File: src/sv/bmpd_pkg.sv
// Types and constants of the bitmap pixel decoder.
`default_nettype none
package bmpd_pkg;

    typedef enum logic [2:0] {
        PH_HEADER,
        PH_PALETTE,
        PH_SKIP,
        PH_PIXELS,
        PH_DONE
    } t_phase;

    typedef enum logic [2:0] {
        ST_PIXEL,
        ST_SIGNATURE,
        ST_FORMAT,
        ST_DEPTH,
        ST_SIZE,
        ST_OVERLAP
    } t_status;

    // Header words, each held as four bytes, little endian.
    localparam int HDR_WORDS = 7;
    typedef logic [HDR_WORDS-1:0][3:0][7:0] t_hdr;

    localparam logic [2:0] HW_MAGIC       = 3'd0;
    localparam logic [2:0] HW_OFFSET      = 3'd1;
    localparam logic [2:0] HW_WIDTH       = 3'd2;
    localparam logic [2:0] HW_HEIGHT      = 3'd3;
    localparam logic [2:0] HW_PLANES_BPP  = 3'd4;
    localparam logic [2:0] HW_COMPRESSION = 3'd5;
    localparam logic [2:0] HW_COLORS      = 3'd6;

    localparam int          HDR_BYTES = 54;
    localparam logic [15:0] BMP_MAGIC = 16'h4D42;
    localparam int          PAL_DEPTH = 256;
    localparam int          PAL_W     = 24;
    localparam int          COORD_W   = 12;
    localparam int          CLR_W     = 8;

endpackage
`default_nettype wire

File: src/sv/bmpd_hdr_check.sv
// Header validation and row geometry of the bitmap pixel decoder.
`default_nettype none
module bmpd_hdr_check #(
    parameter int MAX_DIM = 4096,
    localparam int DIM_W  = $clog2(MAX_DIM + 1),
    localparam int PB_W   = $clog2(4 * MAX_DIM + 1)
) (
    input  bmpd_pkg::t_hdr    i_hdr,
    output bmpd_pkg::t_status o_status,
    output bmpd_pkg::t_phase  o_next_phase,
    output logic [DIM_W-1:0]  o_width,
    output logic [DIM_W-1:0]  o_height,
    output logic [2:0]        o_bpx,
    output logic [PB_W-1:0]   o_pix_bytes,
    output logic [PB_W-1:0]   o_row_size,
    output logic [8:0]        o_colors,
    output logic [10:0]       o_pal_end
);
    import bmpd_pkg::*;

    logic [31:0]     w_magic;
    logic [31:0]     w_offset;
    logic [31:0]     w_w;
    logic [31:0]     w_h;
    logic [31:0]     w_pb;
    logic [31:0]     w_comp;
    logic [31:0]     w_colors;
    logic [15:0]     w_bpp;
    logic            w_depth_ok;
    logic [31:0]     w_end;
    logic [DIM_W-1:0] w_wd;
    logic [PB_W-1:0]  w_wx;
    logic [PB_W-1:0]  w_pix;

    assign w_magic  = i_hdr[HW_MAGIC];
    assign w_offset = i_hdr[HW_OFFSET];
    assign w_w      = i_hdr[HW_WIDTH];
    assign w_h      = i_hdr[HW_HEIGHT];
    assign w_pb     = i_hdr[HW_PLANES_BPP];
    assign w_comp   = i_hdr[HW_COMPRESSION];
    assign w_colors = i_hdr[HW_COLORS];
    assign w_bpp    = w_pb[31:16];

    assign w_depth_ok = (w_bpp == 16'd8) || (w_bpp == 16'd16) ||
                        (w_bpp == 16'd24) || (w_bpp == 16'd32);
    // Only meaningful once the palette count is within its limit.
    assign w_end = 32'(HDR_BYTES) + {w_colors[29:0], 2'b00};

    always_comb begin
        o_status     = ST_PIXEL;
        o_next_phase = PH_SKIP;
        if (w_magic[15:0] != BMP_MAGIC) begin
            o_status = ST_SIGNATURE;
        end else if (w_pb[15:0] != 16'd1 || w_comp != 32'd0) begin
            o_status = ST_FORMAT;
        end else if (!w_depth_ok || w_colors > 32'(PAL_DEPTH) ||
                     (w_bpp == 16'd8 && w_colors == 32'd0)) begin
            o_status = ST_DEPTH;
        end else if (w_w == 32'd0 || w_h == 32'd0 || w_w[31] || w_h[31] ||
                     w_w > 32'(MAX_DIM) || w_h > 32'(MAX_DIM)) begin
            o_status = ST_SIZE;
        end else if (w_offset < w_end) begin
            o_status = ST_OVERLAP;
        end
        if (w_colors != 32'd0) begin
            o_next_phase = PH_PALETTE;
        end else if (w_offset == 32'(HDR_BYTES)) begin
            o_next_phase = PH_PIXELS;
        end
    end

    // Bytes per pixel row: width times bytes per pixel, by shift and add.
    assign w_wd  = w_w[DIM_W-1:0];
    assign w_wx  = PB_W'(w_wd);
    assign o_bpx = w_bpp[5:3];

    always_comb begin
        case (o_bpx)
            3'd2:    w_pix = w_wx << 1;
            3'd3:    w_pix = w_wx + (w_wx << 1);
            3'd4:    w_pix = w_wx << 2;
            default: w_pix = w_wx;
        endcase
    end

    assign o_pix_bytes = w_pix;
    assign o_row_size  = (w_pix + PB_W'(3)) & ~PB_W'(3);
    assign o_width     = w_wd;
    assign o_height    = w_h[DIM_W-1:0];
    assign o_colors    = w_colors[8:0];
    assign o_pal_end   = w_end[10:0];

endmodule
`default_nettype wire

File: config.mk
export PLATFORM = sky130hd
export DESIGN_NAME = bmpd_hdr_check
export DESIGN_NICKNAME = d
export VERILOG_FILES = /design/src/sv/bmpd_pkg.sv /design/src/sv/bmpd_hdr_check.sv
export SDC_FILE = /design/constraint.sdc
export NUM_CORES = 1
export LEC_CHECK = 0
export ABC_AREA = 1
export BUFFER_PORTS_ARGS = -buffer_cell sky130_fd_sc_hd__buf_2
export CORE_AREA = 2 2 121 123
export DETAILED_ROUTE_END_ITERATION = 6
export DIE_AREA = 0 0 123 125
export PLACE_DENSITY = 0.66
export SETUP_SLACK_MARGIN = 0.02
export SYNTH_ARGS = -nofsm -noshare
export SYNTH_HDL_FRONTEND = slang
export SYNTH_SLANG_ARGS = --single-unit
export TNS_END_PERCENT = 50
File: constraint.sdc
create_clock -name vclk -period 3.3
set_input_delay 0.33 -clock vclk [all_inputs]
set_output_delay 0.33 -clock vclk [all_outputs]
set_load 0.05 [all_outputs]
# Word level (Yosys, flattened, before mapping)
# Cells that the tools add are included.
classes:
  mux: 8
  n_addsub: 3
  n_reduce_logical: 18
  n_eq_ne: 10
  n_lt_le_gt_ge: 4
ops:
  columns: ["cell", "count"]
  rows:
  - ["zero test 32 bit", 3]
  - ["greater-than comparator 32 x 13 -> 1 bit (second input constant)", 2]
  - ["nonzero test 32 bit", 2]
  - ["case mux 15 bit (3 select lines)", 1]
  - ["adder 6 x 32 -> 32 bit (first input constant)", 1]
  - ["== test 16 x 5 -> 1 bit (second input constant)", 2]
  - ["== test 32 x 6 -> 1 bit (second input constant)", 1]
  - ["greater-than comparator 32 x 9 -> 1 bit (second input constant)", 1]
  - ["< comparator 32 bit", 1]
  - ["== test 16 x 4 -> 1 bit (second input constant)", 1]
  - ["== test 16 x 6 -> 1 bit (second input constant)", 1]
  - ["!= test 16 x 1 -> 1 bit (second input constant)", 1]
  - ["!= test 16 x 15 -> 1 bit (second input constant)", 1]
  - ["adder 13 x 14 -> 15 bit", 1]
  - ["adder 15 x 2 -> 15 bit (second input constant)", 1]
  - ["2-to-1 mux 3 bit", 5]
  - ["logical OR 1 bit", 11]
  - ["== test 3 x 2 -> 1 bit (second input constant)", 2]
  - ["== test 3 bit (second input constant)", 1]
  - ["2-to-1 mux 2 bit", 1]
  - ["logical AND 1 bit", 1]
  - ["zero test 1 bit", 1]
  - ["2-to-1 mux 1 bit", 1]
totals:
  register_bits: 0
  inputBits: 224

# Longest topological paths before layout
# Gate-level depths: netlist (run 1).
depth:
  ltp_word: 10
  depth_mapped: 21
  depth_no_buf: 21

# Worst setup path before layout (run 1)
# OpenSTA, ideal clock, no wires.
synth_path:
  path_kind: "input port to output port"
  from: "input i_hdr[64] (netlist name)"
  to: "output o_row_size[10]"
  slack_ps: -496
  required_ps: 2970
  t_arrival_ps: 3466
  path_stages: 13
  path_cell_list: "ha_1 -> inv_1 -> fa_1 -> inv_1 -> nand3_1 -> nand2_1 -> nand2_1 -> nand3b_1 -> nand3_1 -> a21oi_1 -> nand2_1 -> nor2_4 -> xor2_1"
synth_via:
  elab_chain_len: 3
synth_lines:
  columns: ["item", "line_no", "source"]
  rows:
  - ["start, declared", "bmpd_hdr_check.sv:8", "input bmpd_pkg::t_hdr i_hdr,"]
  - ["adder 13 x 14 -> 15 bit", "bmpd_hdr_check.sv:80", "3'd3: w_pix = w_wx + (w_wx << 1);"]
  - ["case mux 15 bit (3 select lines)", "bmpd_hdr_check.sv:78", "case (o_bpx)"]
  - ["via o_pix_bytes[9]", "bmpd_hdr_check.sv:14", "output logic [PB_W-1:0] o_pix_bytes,"]
  - ["adder 15 x 2 -> 15 bit", "bmpd_hdr_check.sv:87", "assign o_row_size = (w_pix + PB_W'(3)) & ~PB_W'(3);"]
  - ["end, declared", "bmpd_hdr_check.sv:15", "output logic [PB_W-1:0] o_row_size,"]
# The timed path passes the listed nets, and every way through them passes these cells.

# Final worst setup path (run 1)
layout_path:
  from: "input i_hdr[192] (netlist name)"
  to: "output o_status[0]"
layout_via:
  elab_chain_len: 7
  elab_cells_between_ends: 12
  cone_classes: "add/sub: 1; order compare: 2; mux: 5; reduce/logical: 4"
layout_lines:
  columns: ["item", "line_no", "source"]
  rows:
  - ["adder 6 x 32 -> 32 bit", "bmpd_hdr_check.sv:47", "assign w_end = 32'(HDR_BYTES) + {w_colors[29:0], 2'b00};"]
  - ["< comparator 32 bit", "bmpd_hdr_check.sv:62", "end else if (w_offset < w_end) begin"]
  - ["2-to-1 mux 3 bit", "bmpd_hdr_check.sv:62", null]
  - ["2-to-1 mux 3 bit", "bmpd_hdr_check.sv:59", "end else if (w_w == 32'd0 || w_h == 32'd0 || w_w[31] || w_h[31] ||"]
  - ["2-to-1 mux 3 bit *", "bmpd_hdr_check.sv:56", "end else if (!w_depth_ok || w_colors > 32'(PAL_DEPTH) ||"]
  - ["2-to-1 mux 3 bit *", "bmpd_hdr_check.sv:54", "end else if (w_pb[15:0] != 16'd1 || w_comp != 32'd0) begin"]
  - ["2-to-1 mux 3 bit *", "bmpd_hdr_check.sv:52", "if (w_magic[15:0] != BMP_MAGIC) begin"]
  - ["end, declared", "bmpd_hdr_check.sv:9", "output bmpd_pkg::t_status o_status,"]
# Mark *: on every way between the ends. The rest lies on a longest branch, timed or not.

==> metrics.md, run 1 <==
| Metric | Value |
|---|---|
| Die footprint | `15400 sq um` |
| CTS Hold Bufs | `0` |
| Largest net degree at the start of global routing | `16` |
| Buffers and inverters on the worst path | `4` |
| Max-Cap Viols | `0` |
| GR Util All Layers | `between 10% and 20%` |
| CP peak stage delay | `roughly 290 ps` |
| Final-layout clock buffer total | `0` |
| Sequential Area | `0 sq um` |
| Die Span Y | `125 um` |
| First-iteration detailed-routing DRC count | `about 260` |
| Post-DRT Antenna Nets | `0` |
| Placeable Area | `14200 sq um` |
| Syn Std Cell Area | `about 3800 sq um` |
| Clock power frac | `0%` |
| DR vias/cell | `4.76` |
| Worst Path Arrival | `2860 ps` |
| Yosys Warn Count | `0` |
| Starting Density | `27.1%` |
| Hold path cells | `2` |
| First-pass DRT Iterations | `5` |
| Mapped Cells | `677` |
| Worst Hold Launch | `i_hdr[105]` |
| Tot Pwr | `slightly below 1 mW` |
| Nets | `1235` |
| Area growth, synth to finish | `47.3%` |
| Die width | `around 120 um` |
| Vias | `5437` |
| Synth top area share | `between 10% and 20%` |
| Type of the most critical hold path | `in2out` |
| Pwr dens | `approximately 170 nW/um^2` |
| Pint | `316 uW` |
| Final Cycle Share | `between 90% and 100%` |
| Crit-path most repeated cell | `nand2_1` |
| Distinct cell type count after synthesis | `45` |
| P_leak | `3.19 nW` |
| Final core occ | `approximately 40%` |
| Reg power frac | `0%` |
| Register area share after synthesis | `0%` |
| Worst Setup Path Type | `in2out` |
| IO buf count | `288` |
| Unrepaired setup endpoints after global routing | `yes` |
| Top cell family by delay on the critical path | `simple AND/OR/NAND/NOR gates` |
| Initial antenna violation count | `5` |
| Psw | `664 uW` |
| Cell Chain, Critical Path | `buf_8 > ha_4 > nor2_4 > inv_2 > nand4_1 > inv_1 > nand4_1 > nand3b_1 > nor2_2 > nand2_1 > xor2_1 > ha_1 > nand2_1 > nor2_2 > nand2_1 > nor4_1 > nand2_1 > nand3_1 > nand2_1 > nand2_1 > nand2_2 > buf_8` |
| Min cycle time layout | `3190 ps` |
| Final Hold Viols | `0` |
| Crit-path max FO | `4` |
| Final Setup Violations | `0` |
| Layout cells sized above 1 | `40.4%` |
| Sw Ratio | `67.8%` |
| FFs & Latches | `0` |
| Max-slew violation count | `0` |
| Largest area contributor in the netlist | `ha_1` |
| Slowest CP cell | `nand3b_1` |
| Hold EP | `o_height[9]` |
| Drt total wl | `around 16000 um` |
| GR Overflow Total | `0` |
| Mean Syn Cell Area | `5.68 sq um` |
| Row Count | `44` |
| Number of top-level pins | `309` |
| Vias in the first global route | `4960` |
| Critical path endpoint category | `output port` |
| Status | `finished clean` |
| Achievable Freq | `between 300 and 400 MHz` |
| Routability Congestion | `roughly 0.91` |
| Worst ir drop on vdd | `0.110 mV` |
| DP Wirelength | `13800 um` |
| Critical Path Start Type | `input pin` |
| Combinational share of power | `100.0%` |
| Number of remaining DRC errors | `0` |
| Routed WL per cell | `13.6 um` |
| Crit path required time | `slightly below 3000 ps` |
| First-pass GRT wire length | `23400 um` |
| Area contributors post-synth | `ha_1, nand2_1, inv_1` |
[per-layer routing]
layer	wire length (um)	global-route usage (%)	vias up	part of all wire, %
met5	27	0	-	0.17
met1	6540	24.1	2424	42
li1	-	-	2773	-
met2	7560	33.1	218	49
met3	1300	2.92	18	8.3
met4	149	2.61	4	0.96
[how the worst max path moves through the flow]
stage / start / to / slack, ps / cells after the start
after floorplan: i_hdr[64] / o_row_size[10] / -170 / 13
after global placement: i_hdr[192] / o_status[0] / 0.009 / 22
after detailed placement: i_hdr[192] / o_status[0] / -9 / 21
after CTS: i_hdr[193] / o_status[0] / 20 / 22
after global routing: i_hdr[204] / o_status[0] / -110 / 22
final: i_hdr[192] / o_status[0] / 110 / 22
[metrics by stage]
step | TNS, ps | cells | instance area, sq um | hold slack (ps) | setup WS, ps
floorplan | -174 | 680 | 3880 | 827 | -174
global placement | 0 | 1126 | 5350 | 963 | 0.00910
detailed placement | -8.50 | 1126 | 5350 | 962 | -8.50
CTS | 0 | 1139 | 5510 | 962 | 21.6
global route | -158 | 1142 | 5660 | 970 | -108
finish | 0 | 1143 | 5660 | 961 | 110
[cells in the final DEF, fill, tap and decap left out, types with 2 or more instances in the layout]
cell / Yosys / routed
buf_2: 0 / 278
nand2_1: 160 / 152
inv_1: 103 / 98
nor2_1: 68 / 59
ha_1: 51 / 49
nand3_1: 43 / 43
nor4_1: 38 / 37
buf_4: 44 / 34
a21oi_1: 35 / 30
nand4_1: 22 / 22
xor2_1: 17 / 16
inv_2: 8 / 13
nor3_1: 17 / 13
xnor2_1: 11 / 10
nor2_4: 3 / 7
nand2_2: 1 / 7
nor2_2: 2 / 7
nand2_4: 4 / 6
nand3b_1: 6 / 6
a21oi_2: 1 / 6
buf_6: 1 / 6
conb_1: 2 / 5
o21ai_1: 2 / 4
o21ai_0: 6 / 4
nor3_2: 0 / 4
o22ai_1: 3 / 3
a221oi_1: 3 / 3
o211ai_1: 3 / 3
or2_2: 3 / 3
buf_8: 0 / 3
diode_2: 0 / 2
nand3_2: 2 / 2
o31ai_1: 2 / 2
[logic make-up (layout without fill, tap and decap cells)]
group	after synthesis	count (layout)	share of synthesized area, %
xor+xnor	28	28	6.38
compound gates	62	62	9.61
other cells	2	7	0.195
simple gates	377	377	47.0
fa+ha+maj	52	52	17.1
buf+inv	156	433	19.7
[layout make-up]
| cell class | count | area, sq um |
|---|---|---|
| antenna | 2 | 5.00 |
| timing repair buffer | 322 | 1770 |
| fill | 1573 | 8540 |
| multi-input combinational | 524 | 3240 |
| inverter | 111 | 417 |
| tap | 184 | 230 |
[timing repair]
item / in CTS / in global routing
setup buffers: 13 / 3
pin swaps: 13 / 27
gates resized for setup: 21 / 40
setup endpoints to repair: 1 / 4
cloned: 0 / 0
[power groups by stage]
stage / Sequential, mW / Combinational [mW] / Clock (mW)
floorplan: 0 / 0.655 / 0
detailed placement: 0 / 0.943 / 0
global route: 0 / 1.07 / 0.0000000406
CTS: 0 / 0.959 / 0
finish: 0 / 0.980 / 0.0000000813
global placement: 0 / 0.936 / 0
[cells in the mapped netlist, types with 4 or more instances]
| cell type | n |
|---|---|
| a21oi_1 | 35 |
| xnor2_1 | 11 |
| nor2_1 | 68 |
| nor4_1 | 38 |
| o21ai_0 | 6 |
| buf_4 | 44 |
| inv_1 | 103 |
| ha_1 | 51 |
| inv_2 | 8 |
| nor3_1 | 17 |
| xor2_1 | 17 |
| nand2_1 | 160 |
| nand2_4 | 4 |
| nand4_1 | 22 |
| nand3b_1 | 6 |
| nand3_1 | 43 |
Power figures use the tool's default switching activity.
==> run 2: changes to the inputs <==
- CORE_AREA: 2 2 121 123 -> not set
- CORE_MARGIN: not set -> 4
- CORE_UTILIZATION: not set -> 28
- DIE_AREA: 0 0 123 125 -> not set
- PLACE_DENSITY: 0.66 -> 0.67
==> metrics.md, run 2 (synthesized netlist as in run 1, its figures left out) <==
| Metric | Value |
|---|---|
| DR vias/cell | `4.74 (-0.46%)` |
| Pre-CTS WS | `-54.2 ps (-45.7 ps)` |
| Combinational share of power | `100.0% (about the same)` |
| Final Setup Violations | `0 (unchanged)` |
| First-pass GRT wire length | `24200 um (+3.6%)` |
| Most frequent cells in the layout | `buf_2, nand2_1, inv_1` |
| Placeable Area | `13300 sq um (-6.0%)` |
| Die footprint | `15700 sq um (+1.9%)` |
| Worst Setup Path Type | `in2out` |
| Min cycle time layout | `3300 ps (+110 ps)` |
| Pint | `307 uW (-2.8%)` |
| Slew @ Worst Pin | `608 ps` |
| Routability Congestion | `0.931 (+1.8%)` |
| Sequential Area | `0 sq um (unchanged)` |
| First-pass DRT Iterations | `5 (unchanged)` |
| Number of remaining DRC errors | `0 (unchanged)` |
| IO buf count | `288 (unchanged)` |
| GR Util All Layers | `18.1% (-0.51 points)` |
| Status | `finished clean` |
| CTS Hold Bufs | `0 (unchanged)` |
| Layout cells sized above 1 | `39.2% (-1.3 points)` |
| Starting Density | `28.8% (+1.7 points)` |
| GR Overflow Total | `0 (unchanged)` |
| Final Hold Viols | `0 (unchanged)` |
| Worst setup path end | `o_status[0]` |
| First-iteration detailed-routing DRC count | `200 (-22%)` |
| Worst ir drop on vdd | `0.101 mV (-8.5%)` |
| Psw | `654 uW (-1.5%)` |
| Slew Limit Headroom | `59.1%` |
| Unrepaired setup endpoints after global routing | `yes` |
| Number of top-level pins | `309 (unchanged)` |
| P_leak | `3.13 nW (-2.0%)` |
| Initial antenna violation count | `0 (-5)` |
| Final core occ | `41.3% (+1.4 points)` |
| Fill count | `1465 (-6.9%)` |
| Worst Path Arrival | `2970 ps (+110 ps)` |
| Pwr dens | `175 nW/um^2 (+0.82%)` |
| FFs & Latches | `0 (unchanged)` |
| Fin cells | `1121 (-1.9%)` |
| Max-slew violation count | `0 (unchanged)` |
| Die Span Y | `125 um (+0.12%)` |
| Row Count | `42 (-4.5%)` |
| Largest net degree at the start of global routing | `16 (unchanged)` |
| Routed WL per cell | `13.9 um (+2.0%)` |
| Area growth, synth to finish | `43.3%` |
| Post-Place Cell Area | `5330 sq um (-0.33%)` |
| Critical Path Start Type | `input pin` |
| Final Cycle Share | `100% (+3.3 points)` |
| Clock power frac | `0% (unchanged)` |
| Final-layout clock buffer total | `0 (unchanged)` |
| Fin area | `5510 sq um (-2.7%)` |
| Die width | `125 um (+1.7%)` |
| Drt total wl | `15600 um (about the same)` |
| Commonest non-fill, non-tap cell in the layout | `buf_2` |
| Cell Count Post-Placement | `1117 (-0.80%)` |
| DP Wirelength | `14100 um (+2.2%)` |
| Max-Cap Viols | `0 (unchanged)` |
| Vias | `5308 (-2.4%)` |
| Post-DRT Antenna Nets | `0 (unchanged)` |
| Reg power frac | `0% (unchanged)` |
| Achievable Freq | `303 MHz (-3.3%)` |
| Critical path endpoint category | `output port` |
| Final worst setup slack | `0.596 ps (-110 ps)` |
| Tot Pwr | `961 uW (-1.9%)` |
| Nets | `1223 (-0.97%)` |
| Worst setup path startpoint | `i_hdr[193]` |
| ANT cells | `0 (-2)` |
| Sw Ratio | `68.1% (+0.29 points)` |
| Crit-path max FO | `4 (unchanged)` |
| Vias in the first global route | `4914 (-0.93%)` |
| Type of the most critical hold path | `in2out` |
| Crit path required time | `2970 ps (about the same)` |
-- run 2: worst min path at each step --
stage               start  depth (start not counted)  slack [ps]           to
2_1_floorplan  i_hdr[147]                          1         830     o_bpx[0]
5_1_grt        i_hdr[195]                          2         960  o_colors[3]
6_report       i_hdr[195]                          2         950  o_colors[3]
3_5_place_dp    i_hdr[98]                          2         960  o_height[2]
4_1_cts        i_hdr[104]                          2         960  o_height[8]
3_3_place_gp   i_hdr[104]                          2         960  o_height[8]
-- run 2: what timing repair did --
item,4_1_cts,5_1_grt
endpoints found under the setup margin,2,7
gates resized for setup,6,39
hold endpoints to repair,0,0
gates cloned,0,0
pin swaps,1,17
setup buffers,1,3
-- run 2: worst max-delay path, cell delays in order --
cell,delay [ps]
buf_8,80
ha_4,140
nor2_4,40
inv_2,40
nand4_1,120
inv_1,100
nand4_1,90
nand3b_1,290
nor2_2,160
nand2_1,70
xor2_1,150
ha_1,280
nand2_1,60
nor2_2,140
nand2_2,70
nor4_2,250
nand2_1,100
nand3_1,80
nand2_1,50
nand2_1,80
nand2_2,80
buf_8,170
-- run 2: power groups by stage --
stage          Clock, mW  Combinational [mW]  Sequential [mW]
2_1_floorplan          0               0.655                0
3_3_place_gp           0               0.934                0
3_5_place_dp           0               0.940                0
4_1_cts                0               0.945                0
5_1_grt                0                1.05                0
6_report               0               0.961                0
-- run 2: metal layers --
metal | part of all wire, % | up-vias | routed length [um] | GRT usage [%]
met2 | 47 | 208 | 7280 | 31.5
met5 | 0 | - | 0 | 0
met1 | 45 | 2340 | 6930 | 24.7
met3 | 7.6 | 14 | 1180 | 2.69
li1 | - | 2746 | - | -
met4 | 1.2 | 0 | 182 | 1.91
-- run 2: area by class of cell --
cell class | count | area, sq um | share of cell area, %
tap | 176 | 220 | 4.00
inverter | 111 | 417 | 7.56
multi-input combinational | 524 | 3210 | 58.4
timing repair buffer | 310 | 1660 | 30.1
-- run 2: per-stage QoR --
stage | setup TNS, ps | hold slack [ps]
3_5_place_dp | -54.2 | 964
6_report | 0 | 954
3_3_place_gp | -23.8 | 962
5_1_grt | -355 | 956
4_1_cts | 0 | 965
2_1_floorplan | -174 | 827
==> run 3: changes to the inputs <==
- MAX_ROUTING_LAYER: not set -> met4
==> metrics.md, run 3 (synthesized netlist as in run 1, its figures left out) <==
| Metric | Value |
|---|---|
| First-iteration detailed-routing DRC count | `268 (+34%)` |
| Sw Ratio | `67.8% (-0.31 points)` |
| Area growth, synth to finish | `45.4%` |
| Final Hold Viols | `0 (unchanged)` |
| Initial antenna violation count | `0 (unchanged)` |
| Max-slew violation count | `0 (unchanged)` |
| Top cell family by delay on the critical path | `simple AND/OR/NAND/NOR gates` |
| Worst Path Arrival | `2880 ps (-90 ps)` |
| Fill count | `1450 (-1.0%)` |
| Sequential Area | `0 sq um (unchanged)` |
| Max-Cap Viols | `0 (unchanged)` |
| Die footprint | `15700 sq um (unchanged)` |
| Commonest non-fill, non-tap cell in the layout | `buf_2` |
| Most frequent cells in the layout | `buf_2, nand2_1, inv_1` |
| Slew Limit Headroom | `63.4% (+4.4 points)` |
| Hold path cells | `2 (unchanged)` |
| Vias in the first global route | `4875 (-0.79%)` |
| Number of remaining DRC errors | `0 (unchanged)` |
| Vias | `5363 (+1.0%)` |
| ANT cells | `0 (unchanged)` |
| First-pass GRT wire length | `23900 um (-1.4%)` |
| Pwr dens | `174 nW/um^2 (-0.35%)` |
| DR vias/cell | `4.75 (+0.23%)` |
| Worst Hold Launch | `i_hdr[195]` |
| CTS Hold Bufs | `0 (unchanged)` |
| Achievable Freq | `312 MHz (+2.9%)` |
| Fin cells | `1130 (+0.80%)` |
| Unrepaired setup endpoints after global routing | `yes` |
| DP Wirelength | `14100 um (-0.51%)` |
| First-pass DRT Iterations | `5 (unchanged)` |
| Post-Place Cell Area | `5330 sq um (unchanged)` |
| Combinational share of power | `100.0% (about the same)` |
| Reg power frac | `0% (unchanged)` |
| Starting Density | `28.8% (unchanged)` |
| Drt total wl | `15900 um (+1.8%)` |
| Cell Chain, Critical Path | `buf_8 > ha_4 > nor2_4 > inv_2 > nand4_1 > inv_1 > nand4_1 > nand3b_1 > nor2_2 > nand2_1 > xor2_1 > ha_1 > nand2_1 > nor2_4 > nand2_1 > o211ai_1 > a21oi_1 > nand2_1 > a21oi_2 > buf_6` |
| Type of the most critical hold path | `in2out` |
| Slew @ Worst Pin | `543 ps (-65.1 ps)` |
| Crit-path max FO | `4 (unchanged)` |
| Row Count | `42 (unchanged)` |
| Placeable Area | `13300 sq um (unchanged)` |
| Worst Setup Path Type | `in2out` |
| Final Setup Violations | `0 (unchanged)` |
| Min cycle time layout | `3210 ps (-91.6 ps)` |
| GR Overflow Total | `0 (unchanged)` |
| Layout cells sized above 1 | `39.4% (+0.26 points)` |
| Crit path required time | `2970 ps (about the same)` |
| Fin Hold WS | `954 ps (+0.245 ps)` |
| Buffers and inverters on the worst path | `4 (unchanged)` |
| Die width | `125 um (unchanged)` |
| GR Util All Layers | `18.5% (+0.34 points)` |
| Die Span Y | `125 um (unchanged)` |
| Slowest CP cell | `ha_1` |
| P_leak | `3.18 nW (+1.7%)` |
| Critical Path Start Type | `input pin` |
| FFs & Latches | `0 (unchanged)` |
| Pint | `313 uW (+2.0%)` |
| CP peak stage delay | `290 ps (about the same)` |
| Critical path endpoint category | `output port` |
| Nets | `1232 (+0.74%)` |
| Psw | `658 uW (+0.59%)` |
| Crit-path most repeated cell | `nand2_1` |
| Final Cycle Share | `97.2% (-2.8 points)` |
| Fin area | `5590 sq um (+1.4%)` |
| Clock power frac | `0% (unchanged)` |
| Status | `finished clean` |
| Post-DRT Antenna Nets | `0 (unchanged)` |
| Cell Count Post-Placement | `1117 (unchanged)` |
| Routed WL per cell | `14.0 um (+0.98%)` |
| Final-layout clock buffer total | `0 (unchanged)` |
| Hold EP | `o_colors[3]` |
| Routability Congestion | `0.948 (+1.7%)` |
| Number of top-level pins | `309 (unchanged)` |
| Largest net degree at the start of global routing | `16 (unchanged)` |
| IO buf count | `288 (unchanged)` |
| Worst ir drop on vdd | `0.102 mV (+0.71%)` |
run 3: cell count changes in the layout (fill, tap and decap cells not counted), moves of 2 or more:
cell | before | now
nor2_1 | 59 | 61
nor3_2 | 4 | 2
nor2_2 | 10 | 6
buf_4 | 23 | 31
nor2_4 | 4 | 6
run 3: worst max path at each step:
stage	start	end	cells past startpoint
final	i_hdr[193]	o_status[2]	20
after global routing	i_hdr[192]	o_status[2]	20
after CTS	i_hdr[193]	o_status[0]	22
after detailed placement	i_hdr[192]	o_status[0]	22
after global placement	i_hdr[192]	o_status[0]	22
after floorplan	i_hdr[64]	o_row_size[10]	13
run 3: what timing repair did:
item	4_1_cts	5_1_grt
setup endpoints to repair	2	8
buffers inserted	9	4
pin swaps	14	16
resized for setup	24	21
run 3: metal layers:
metal	GRT usage (%)	wire, um
met4	1.21	106
met1	24.4	6960
met3	2.13	1270
met2	32.0	7520
met5	-	0
run 3: power by group through the flow:
stage,Combinational (mW),Clock [mW],Sequential (mW)
3_5_place_dp,0.939,0,0
6_report,0.971,0,0
4_1_cts,0.957,0,0
2_1_floorplan,0.655,0,0
5_1_grt,1.06,0,0
3_3_place_gp,0.933,0,0
run 3: per-stage QoR:
step | worst slack [ps] | setup TNS (ps) | total power, mW | utilization [%]
2_1_floorplan | -174 | -174 | 0.655 | -
3_3_place_gp | -56.9 | -67.2 | 0.933 | 40.0
3_5_place_dp | -68.5 | -70.2 | 0.939 | 40.0
4_1_cts | 16.0 | 0 | 0.957 | 41.1
5_1_grt | -82.9 | -165 | 1.06 | 41.8
6_report | 92.2 | 0 | 0.971 | 41.8
run 3: layout make-up:
| type | instances | area, sq um | area share [%] |
|---|---|---|---|
| multi-input cells | 524 | 3220 | 57.6 |
| inverters | 111 | 417 | 7.46 |
| repair buffers | 319 | 1730 | 31.0 |
| well taps | 176 | 220 | 3.94 |
